[config.mk]
export PLATFORM = sky130hd
export DESIGN_NAME = csym_ram
export DESIGN_NICKNAME = d
export VERILOG_FILES = /design/src/rtl/csym_ram.sv
export SDC_FILE = /design/constraint.sdc
export NUM_CORES = 1
export LEC_CHECK = 0
export BUFFER_PORTS_ARGS = -buffer_cell sky130_fd_sc_hd__buf_2
export CAP_MARGIN = 20
export CELL_PAD_IN_SITES_DETAIL_PLACEMENT = 1
export CELL_PAD_IN_SITES_GLOBAL_PLACEMENT = 1
export CORE_UTILIZATION = 35
export CTS_BUF_LIST = sky130_fd_sc_hd__clkbuf_2
export DETAILED_ROUTE_END_ITERATION = 16
export GPL_TIMING_DRIVEN = 0
export HOLD_SLACK_MARGIN = 0.12
export PLACE_DENSITY = 0.69
export SYNTH_ARGS = -nofsm -noshare
export SYNTH_HDL_FRONTEND = slang
export SYNTH_SLANG_ARGS = --single-unit
[constraint.sdc]
create_clock -name clk_i -period 1.8 [get_ports clk_i]
set_input_delay 0.27 -clock clk_i [delete_from_list [all_inputs] [get_ports clk_i]]
set_output_delay 0.27 -clock clk_i [all_outputs]
set_load 0.01 [all_outputs]
[src/rtl/csym_ram.sv]
module csym_ram #(
  parameter int unsigned WIDTH = 8,
  parameter int unsigned DEPTH = 16,
  localparam int unsigned AW = (DEPTH > 1) ? $clog2(DEPTH) : 1
) (
  input  logic             clk_i,
  input  logic             we_i,
  input  logic [AW-1:0]    waddr_i,
  input  logic [WIDTH-1:0] wdata_i,
  input  logic [AW-1:0]    raddr_i,
  output logic [WIDTH-1:0] rdata_o
);

  logic [WIDTH-1:0] mem_q [DEPTH];

  // One write port and one registered read port.
  always_ff @(posedge clk_i) begin
    if (we_i) begin
      mem_q[waddr_i] <= wdata_i;
    end
    rdata_o <= mem_q[raddr_i];
  end

endmodule

# After elaboration in Yosys (flattened, before gate mapping)
# Memories as Yosys holds them, arrays and structs flattened. A register that Yosys moved wholly into a read port is not among the register bits.
# Index checks and enable logic that the tools add are counted.
[word_totals]
ramBits = 128
inputBits = 18
memories = 1
ff_bits = 0
out_inout_bits = 8
[classes]
muxes = 2
[mem_list]
columns = ["name", "depth", "width", "rd", "rd_clocked_by_memory_dff", "write_ports", "line", "rtl"]
rows = [
  ["mem_q", 16, 8, 1, 1, 1, "14", "logic [WIDTH-1:0] mem_q [DEPTH];"],
]
[ops]
columns = ["cell", "n"]
rows = [
  ["1-bit two-way mux", 2],
]

# Longest topological paths before layout
# Gate-level depths: netlist of run 1.
[logic_depth]
word_depth = 2
depth_mapped = 5
ltp_nobuf = 3

# Worst setup path after synthesis of run 1
# Ideal clock, no wire load.
[synth_path]
kind = "input port to flip-flop"
start = "in waddr_i[2]"
end = "mem mem_q[0][0] (enable)"
arrival_time_ns = 1.380
path_buffers = 0
setup_time_ns = 0.383
stages = 2
path_slack_ns = 0.037
cell_sequence = "or3b_2 nor3_1"
[synth_lines]
columns = ["element", "line", "rtl"]
rows = [
  ["start, declared", "8", "input logic [AW-1:0] waddr_i,"],
  ["end, declared", "14", ""],
]
# No word-level cell before the write port.

==> run metrics, run 1 <==
status=finished clean; Nets=308; Clock Pin Slew Worst Setup and Hold Paths=0.19 ns; first-pass GRT wire length=15500 um; Setup-failing EPs final=0; maxcap violations=0; Slew @ Worst Pin=a little over 0.8 ns; Die Area=~15000 um^2; initial antenna violation count=0; Final Skew=about 0.032 ns; CTS tree=yes; core area=approximately 14000 um^2; RR Startpoint=mem_q[15][7]; final period utilization=89.6%; H-tree Lvls=4; CP startpoint=raddr_i[0]; Hold Startpoint=raddr_i[2]; commonest non-fill, non-tap cell in the layout=edfxtp_1; Syn Nets=roughly 250; Highest Clock Rate=620 MHz; DRT antenna net count=0; Via Count=about 2400; Util after Layout=between 40% and 50%; Rows=43; Initial Utilization=36.5%; Vias/cell=4.98; Synth top area share=74.7%; Die H=123 um; DRT iter0 DRCs=117; highest ir drop seen on vdd=0.332 mV; Num CTS Buffers=17; vias in the first global route=2541; Die X=123 um; Clk Latency, worst-skew pair=0.67 ns; max_slew headroom=44.5%; top cells by area, synth=edfxtp_1 (75%), mux4_2 (7.9%), mux4_1 (7.1%), dfxtp_1 (3.1%), a22oi_1 (2.3%); Root Buffer=clkbuf_2; DR DRC count=0; pwr/cell area=slightly above 900 nW/um^2; fillers=between 1000 and 1500; Post-Route WL=10400 um; post-synthesis sequential area ratio=77.8%; Routed wire per std cell=21.6 um; layout cells sized above 1=roughly 28%; CTS max path bufs=2; worst min-delay path class=in -> reg; area leader, netlist=edfxtp_1; WP data arrival=2.18 ns; largest net degree at the start of global routing=17; Synth Warn #=0; Inst Count DP=437; total congestion overflow=0; final hold violations=0; Post-Layout Cell Count=between 400 and 500; Startpoint Class=primary input; most frequent cells in the layout=edfxtp_1 (128), buf_2 (30), mux4_2 (18); Crit Path Class=in -> reg; CTS Sinks=136; Sequential Area=4000 um^2; Post-Syn Instances=229; synthesized cell area=5150 um^2; I/O Pins=26; Final min period=1.61 ns; dpl hpwl=6710 um; routability cong.=0.702; Worst Path Required=approximately 2.4 ns; multi-input logic area=1060 um^2; ANT cells=0; Synth cell types=19; post-CTS sizing=0; DRT Pass-1 Iters=4; Yosys reg bits=about 140; IO buf count=24; Slew Limit Fails=0; Leak=approximately 0.0019 uW; Tot GR Track Use=around 15%; Crit Path Max Fanout=10; Area Growth Syn to Fin=13.7%; CP endpoint kind=flop; Synth Area per Inst=22.5 um^2; RSZ-0062 raised after global routing=false; post-CTS setup buffer count=0
flip-flops by register name (all words and copies together), names as in the netlist:
name,cells
mem_q,128
rdata_o,8
cells in the mapped netlist:
master / n
a22oi_1: 16
and2_1: 1
and2b_1: 1
buf_2: 3
buf_4: 1
buf_6: 3
clkdlybuf4s25_2: 3
dfxtp_1: 8
edfxtp_1: 128
mux4_1: 14
mux4_2: 18
nand2_1: 9
nand2b_1: 2
nand3_1: 1
nand3b_1: 2
nor2_1: 13
nor2b_1: 1
nor3_1: 4
or3b_2: 1
final cells by class:
class,instances,share of cell area [%]
clock inverters,15,1.92
clock buffers,17,1.45
multi-input cells,83,18.1
repair buffers,42,4.83
flip-flops and latches,136,68.4
well taps,180,3.85
plain buffers,10,1.47
through the flow:
stage / instance area (um^2) / hold slack, ns / TNS (ns) / setup WS [ns] / power, uW
floorplan: 5150 / 0.369 / 0 / 0.0371 / 3810
finish: 5850 / 0.174 / 0 / 0.187 / 5460
global placement: 5490 / 0.660 / -11.81 / -0.508 / 3960
global route: 5850 / 0.142 / 0 / 0.209 / 5650
CTS: 5860 / 0.134 / 0 / 0.0172 / 5520
detailed placement: 5520 / 0.666 / -5.08 / -0.176 / 3980
cell families (layout without fill, tap and decap cells):
group | count (synthesis) | count (layout) | synth area share, %
mux | 32 | 32 | 15.0
simple gates | 35 | 35 | 3.18
buf+inv | 10 | 84 | 1.68
compound gates | 16 | 16 | 2.33
flops | 136 | 136 | 77.8
routing by layer:
layer | global-route usage (%) | vias up | routed length [um]
met5 | 0 | - | 0
met4 | 4.82 | 0 | 119
met3 | 4.34 | 11 | 396
met2 | 24.3 | 59 | 5090
met1 | 20.3 | 1239 | 4840
li1 | - | 1098 | -
power by group:
| group | switching (uW) | leakage, uW | internal (uW) | total (uW) |
|---|---|---|---|---|
| logic | 210 | 0.000598 | 160 | 370 |
| clock network | 1070 | 0.000114 | 467 | 1530 |
| registers | 16.6 | 0.00122 | 3540 | 3550 |
| total | 1290 | 0.00194 | 4160 | 5460 |
critical path, stage by stage:
cell           delay (ns)
dlygate4sd3_1        0.54
buf_6                0.14
buf_4                0.24
mux4_2               0.57
a22oi_1              0.32
nand2_1              0.09
timing repair:
item	4_1_cts	5_1_grt
endpoints found under the setup margin	0	1
hold buffers	15	0
endpoints found under the hold margin	145	0
final timing paths:
kind | slack, ns | depth (start not counted) | endpoint
setup reg to reg | 0.37 | 3 | rdata_o[7]
hold / removal | 0.17 | 4 | rdata_o[7]
hold reg to reg | 0.72 | 3 | rdata_o[2]
setup / recovery | 0.19 | 6 | rdata_o[7]
Power figures use the tool's default switching activity.
==> inputs of run 2 (changes only) <==
- CAP_MARGIN: 20 -> unset
- CELL_PAD_IN_SITES_DETAIL_PLACEMENT: 1 -> unset
- CELL_PAD_IN_SITES_GLOBAL_PLACEMENT: 1 -> unset
- CORE_ASPECT_RATIO: unset -> 1.4
- PLACE_DENSITY: 0.69 -> 0.64
==> run 2 against run 1 <==
Die area about the same; global-route usage shrank 1.1 points; non-clock buffer count down 4; combinational power fell by 1%; critical path type unchanged; sequential share of layout area is 0.26 points lower; fmax fell by 6.1%; cell area increased by 0.38%; clock-buffer cell count increased by 2; cell count grew 1.0%.
==> run metrics, run 2 (synthesis gave the netlist of run 1 again) <==
status=finished clean; CP delay by family, top=simple AND/OR/NAND/NOR gates; IO buf count=24 (unchanged); Routed wire per std cell=20.0 um (-7.3%); Tot GR Track Use=14.2% (-1.1 points); maxcap violations=0 (unchanged); largest net degree at the start of global routing=17 (unchanged); Buf/Inv on CP=2 (-1); Root Buffer=clkbuf_2; layout cells sized above 1=27.9% (-0.53 points); core area=14400 um^2 (+2.0%); Die Area=15200 um^2 (about the same); Top Registers=mem_q (128), rdata_o (8); initial antenna violation count=1 (+1); Via Count=2435 (+1.2%); Setup-failing EPs final=0 (unchanged); CTS tree=yes; Leak=0.00195 uW (+0.51%); Post-Route WL=9780 um (-6.4%); final hold violations=0 (unchanged); Nets=304 (-1.3%); Inst Count DP=442 (+1.1%); Num CTS Buffers=17 (unchanged); Vias/cell=4.99 (+0.13%); CTS max path bufs=2 (unchanged); CTS Sinks=136 (unchanged); Worst Path Required=2.09 ns (-0.28 ns); Crit Path Max Fanout=8 (-2); fillers=1244 (-9.3%); Slowest-stage cell, CP=nor3_1; final period utilization=95.5% (+5.8 points); final total power=5670 uW (+4.0%); dpl hpwl=6490 um (-3.3%); Startpoint Class=primary input; Crit Path Class=in -> reg; commonest non-fill, non-tap cell in the layout=edfxtp_1; Clock Pin Slew Worst Setup and Hold Paths=0.18 ns (about the same); reg-to-reg slack, setup=0.34 ns (-0.03 ns); routability cong.=0.865 (+23%); DR DRC count=0 (unchanged); Die X=104 um (-15%); Slew @ Worst Pin=1.29 ns (+0.459 ns); max FFs per register=128 (unchanged); first-pass GRT wire length=14900 um (-4.0%); Rows=52 (+21%); H-tree Lvls=4 (unchanged); crit-path max cell delay=1.03 ns (+0.46 ns); Area Growth Syn to Fin=14.1%; post-CTS sizing=0 (unchanged); most frequent cells in the layout=edfxtp_1 (128), buf_2 (28), clkbuf_2 (19); DRT Pass-1 Iters=4 (unchanged); pwr/cell area=966 nW/um^2 (+3.6%); CP cell instances=dlygate4sd3_1 -> buf_2 -> nor3_1; max_slew headroom=13.4% (-31 points); worst min-delay path class=in -> reg; highest ir drop seen on vdd=0.389 mV (+17%); total congestion overflow=0 (unchanged); Slew Limit Fails=0 (unchanged); WP data arrival=2.00 ns (-0.18 ns); Die H=145 um (+18%); DRT iter0 DRCs=248 (+110%); Initial Utilization=35.8% (-0.72 points); register bank with the most flops=mem_q; Highest Clock Rate=582 MHz (-6.1%); Final Skew=0.0231 ns (-0.00865 ns); Post-Layout Cell Count=488 (+1.0%); I/O Pins=26 (unchanged); vias in the first global route=2512 (-1.1%); Final min period=1.72 ns (+0.105 ns); RSZ-0062 raised after global routing=false; DRT antenna net count=0 (unchanged); Clk Latency, worst-skew pair=0.67 ns (about the same); CP endpoint kind=flop
-- run 2: cell types whose count changed in the layout (fill, tap and decap cells not counted), moves of 2 or more --
cell | previous run | this run
clkinvlp_4 | 5 | 1
buf_2 | 30 | 28
bufinv_16 | 1 | 3
clkbuf_2 | 17 | 19
-- run 2: what timing repair did --
action	in CTS	in global routing
endpoints found under the setup margin	0	0
hold buffers	12	1
setup buffers	0	0
endpoints found under the hold margin	132	12
-- run 2: worst paths after layout --
check,start,cells after the start,end
max,waddr_i[1],3,mem_q[4][3]
max reg2reg,mem_q[2][2],3,rdata_o[2]
min reg2reg,mem_q[14][1],3,rdata_o[1]
min,waddr_i[2],3,mem_q[0][3]
-- run 2: cell type report --
type | instances | area, um^2 | area share [%]
multi-input combinational | 83 | 1060 | 18.1
sequential | 136 | 4000 | 68.1
clock inverter | 12 | 134 | 2.28
timing repair buffer | 38 | 255 | 4.34
buffer | 10 | 86.3 | 1.47
clock buffer | 19 | 95.1 | 1.62
antenna | 1 | 2.50 | 0.0426
tap | 189 | 236 | 4.02
-- run 2: layer usage --
layer	track usage, %	share of wire (%)
met1	16.7	40
met5	0	0
met2	23.6	53
met4	6.29	1.6
met3	4.52	5.7
-- run 2: report_power, final --
group          internal [uW]  total (uW)  switching [uW]
combinational            159         365             206
clock                    752        1760            1010
sequential              3540        3550            16.0
total                   4450        5670            1230
-- run 2: tightest hold or removal path, cell delays in order --
cell	delay, ns
buf_2	0.10
or3b_2	0.17
nor3_2	0.12
-- run 2: per-stage QoR --
stage	cell area (um^2)	hold WS, ns	setup TNS [ns]	utilization, %	worst slack [ns]
floorplan	5150	0.369	0	-	0.0371
global placement	5500	0.668	-13.70	38.3	-0.581
detailed placement	5500	0.665	-13.88	38.3	-0.523
CTS	5850	0.122	0	40.7	0.0998
global route	5880	0.131	0	40.9	0.0581
finish	5880	0.177	0	40.9	0.0818
==> inputs of run 3 (changes only) <==
- ABC_AREA: unset -> 1
==> run 3 against run 2 <==
Critical path type unchanged; sequential share of layout area shrank 6.2 points; synthesized area grew 12%; non-clock buffer count grew 10; worst hold slack gained 0.014 ns; critical endpoint is now rdata_o[5]; setup slack gained 0.16 ns.
==> run metrics, run 3 <==
post-CTS setup buffer count=0 (unchanged); Highest Clock Rate=641 MHz (+10%); CTS tree=yes; CTS Sinks=136 (unchanged); post-synthesis sequential area ratio=69.4% (-8.4 points); status=finished clean; Vias/cell=4.88 (-2.1%); Final min period=1.56 ns (-0.159 ns); Worst Hold Depth=8 (+5); H-tree Lvls=4 (unchanged); vias in the first global route=4004 (+59%); Setup-failing EPs final=0 (unchanged); Area Growth Syn to Fin=12.1%; CP delay by family, top=buffers and inverters; Async SR Flop Fraction=0% (unchanged); top cells by count, synth=nand2_1 (173), edfxtp_1 (128), inv_1 (100); Via Count=3989 (+64%); crit-path max cell delay=0.57 ns (-0.46 ns); CP cell instances=dlygate4sd3_1 -> buf_2 -> inv_2 -> buf_2 -> nand2_1 -> nand3_1 -> nand3_1 -> dlygate4sd3_1 -> nand2_1; Startpoint Class=primary input; final period utilization=86.6% (-8.8 points); Yosys reg bits=136 (unchanged); Hold Crit Endpoint=rdata_o[1]; DP Worst Slack=0.00133 ns (+0.524 ns); DRT Pass-1 Iters=5 (+1); PnR worst setup slack=0.241 ns (+0.159 ns); Root Buffer=clkbuf_2; R2R depth=7 (+4); Die H=154 um (+5.8%); Worst Path Required=2.46 ns (+0.37 ns); Buf/Inv on CP=5 (+3); DRT antenna net count=0 (unchanged); Slew Limit Fails=0 (unchanged); EDFF count, synth=128 (unchanged); core area=16200 um^2 (+12%); layout cells sized above 1=12.5% (-15 points); Tot GR Track Use=17.4% (+3.2 points); max FFs per register=128 (unchanged); most frequent cells in the layout=nand2_1 (173), edfxtp_1 (128), inv_1 (100); register bank with the most flops=mem_q; Synth Warn #=0 (unchanged); Nets=622 (+100%); I/O Pins=26 (unchanged); reg-to-reg slack, setup=0.34 ns (about the same); Post-Syn Instances=551 (+140%); Post-Route WL=14100 um (+44%); commonest non-fill, non-tap cell in the layout=nand2_1; initial antenna violation count=1 (unchanged); final hold violations=0 (unchanged); Rows=55 (+5.8%); Initial Utilization=35.7% (-0.14 points); max_slew headroom=42.6% (+29 points); Routed wire per std cell=17.2 um (-14%); Slowest-stage cell, CP=dlygate4sd3_1; pwr/cell area=883 nW/um^2 (-8.5%); Synth Area per Inst=10.5 um^2 (-53%); DRT iter0 DRCs=292 (+18%); CP endpoint kind=flop; Crit Path Class=in -> reg; post-CTS sizing=0 (unchanged); synthesized cell area=5770 um^2 (+12%); Final Skew=0.0249 ns (+0.00179 ns); highest ir drop seen on vdd=0.339 mV (-13%); Top Registers=mem_q (128), rdata_o (8); top cells by area, synth=edfxtp_1 (67%), nand2_1 (11%), nand3_1 (8.4%), inv_1 (6.5%), dfxtp_1 (2.8%); Die X=110 um (+5.7%); IO buf count=22 (-8.3%); RSZ-0062 raised after global routing=false; Syn Nets=569 (+130%); Slew @ Worst Pin=0.857 ns (-0.431 ns); dpl hpwl=9490 um (+46%); WP data arrival=2.22 ns (+0.22 ns); first-pass GRT wire length=21700 um (+45%); largest net degree at the start of global routing=17 (unchanged); DR DRC count=0 (unchanged); most common cell in the netlist=nand2_1; TNS Setup=0 ns (unchanged); Synth top area share=66.7% (-8.0 points); RR Startpoint=mem_q[8][5]; Hold Startpoint=raddr_i[0]; CTS max path bufs=2 (unchanged); maxcap violations=0 (unchanged); Die Area=17000 um^2 (+12%); area leader, netlist=edfxtp_1; Crit Path Max Fanout=10 (+2); Synth cell types=12 (-7); total congestion overflow=0 (unchanged); worst min-delay path class=in -> reg; Num CTS Buffers=17 (unchanged); R2R Path End=rdata_o[5]; Clock Pin Slew Worst Setup and Hold Paths=0.22 ns (+0.04 ns); Clk Latency, worst-skew pair=0.69 ns (+0.02 ns); Synth Flop Type=edfxtp_1; routability cong.=0.862 (-0.32%); Leak=0.00278 uW (+43%)
-- run 3: changes by cell type after synthesis, moves of 3 or more --
cell             previous run  this run
mux4_1                     14         0
buf_2                       3        13
buf_4                       1         4
mux4_2                     18         0
clkdlybuf4s25_2             3         0
inv_1                       0       100
nor2_1                     13        17
buf_6                       3         6
nand3_1                     1        97
nand2_1                     9       173
nor3_1                      4         0
a22oi_1                    16         0
-- run 3: worst max path at each step --
stage               depth (start not counted)  slack [ns]      endpoint       start
finish                                      9        0.24    rdata_o[5]  raddr_i[1]
global route                                9        0.23    rdata_o[5]  raddr_i[1]
CTS                                         1        0.28    rdata_o[5]  rdata_o[5]
detailed placement                          3       0.001   mem_q[9][1]  waddr_i[2]
global placement                            3        0.11   mem_q[9][7]  waddr_i[2]
floorplan                                   2        0.58  mem_q[10][0]  waddr_i[2]
-- run 3: what timing repair did --
action | in CTS | in global routing
endpoints found under the hold margin | 136 | 0
endpoints found under the setup margin | 0 | 0
hold buffers | 12 | 0
-- run 3: report_power, final --
part | switching, uW | internal [uW]
clock network | 1170 | 496
logic | 339 | 154
registers | 17.8 | 3540
total | 1520 | 4190
-- run 3: stage by stage --
stage               hold WS (ns)  total power (uW)  util, %  instance area (um^2)  std cells
finish                     0.192              5710     40.0                  6460        817
global placement           0.658              4080     37.9                  6130        772
CTS                        0.121              5740     39.9                  6460        816
global route               0.157              5920     40.0                  6460        817
floorplan                  0.369              3880        -                  5770        551
detailed placement         0.664              4090     37.9                  6130        772
-- run 3: layout make-up --
| cell class | count | area, um^2 |
|---|---|---|
| multi-input combinational | 289 | 1210 |
| sequential | 136 | 4000 |
| clock inverter | 15 | 129 |
| fill | 1543 | 9710 |
| antenna | 1 | 2.50 |
| timing repair buffer | 34 | 230 |
| inverter | 102 | 383 |
| buffer | 24 | 166 |
| clock buffer | 17 | 85.1 |
| tap | 199 | 249 |
-- run 3: per-layer routing --
layer	track usage [%]	wire, um
met1	18.8	5270
met2	28.8	6970
met3	3.63	733
met4	15.2	1110
met5	0	0
-- run 3: cells by family after synthesis --
group	count (synthesis)	share of synthesized area, %
buffers and inverters	126	9.52
DFF	136	69.4
and+or+nand+nor	289	21.0
-- run 3: worst min-delay path, stage by stage --
cell and delay (ns):
buf_2 0.10, inv_2 0.09, nand2_1 0.07, nand2_1 0.04, nand2_1 0.05, nand3_1 0.06
nand3_1 0.07, nand2_1 0.07
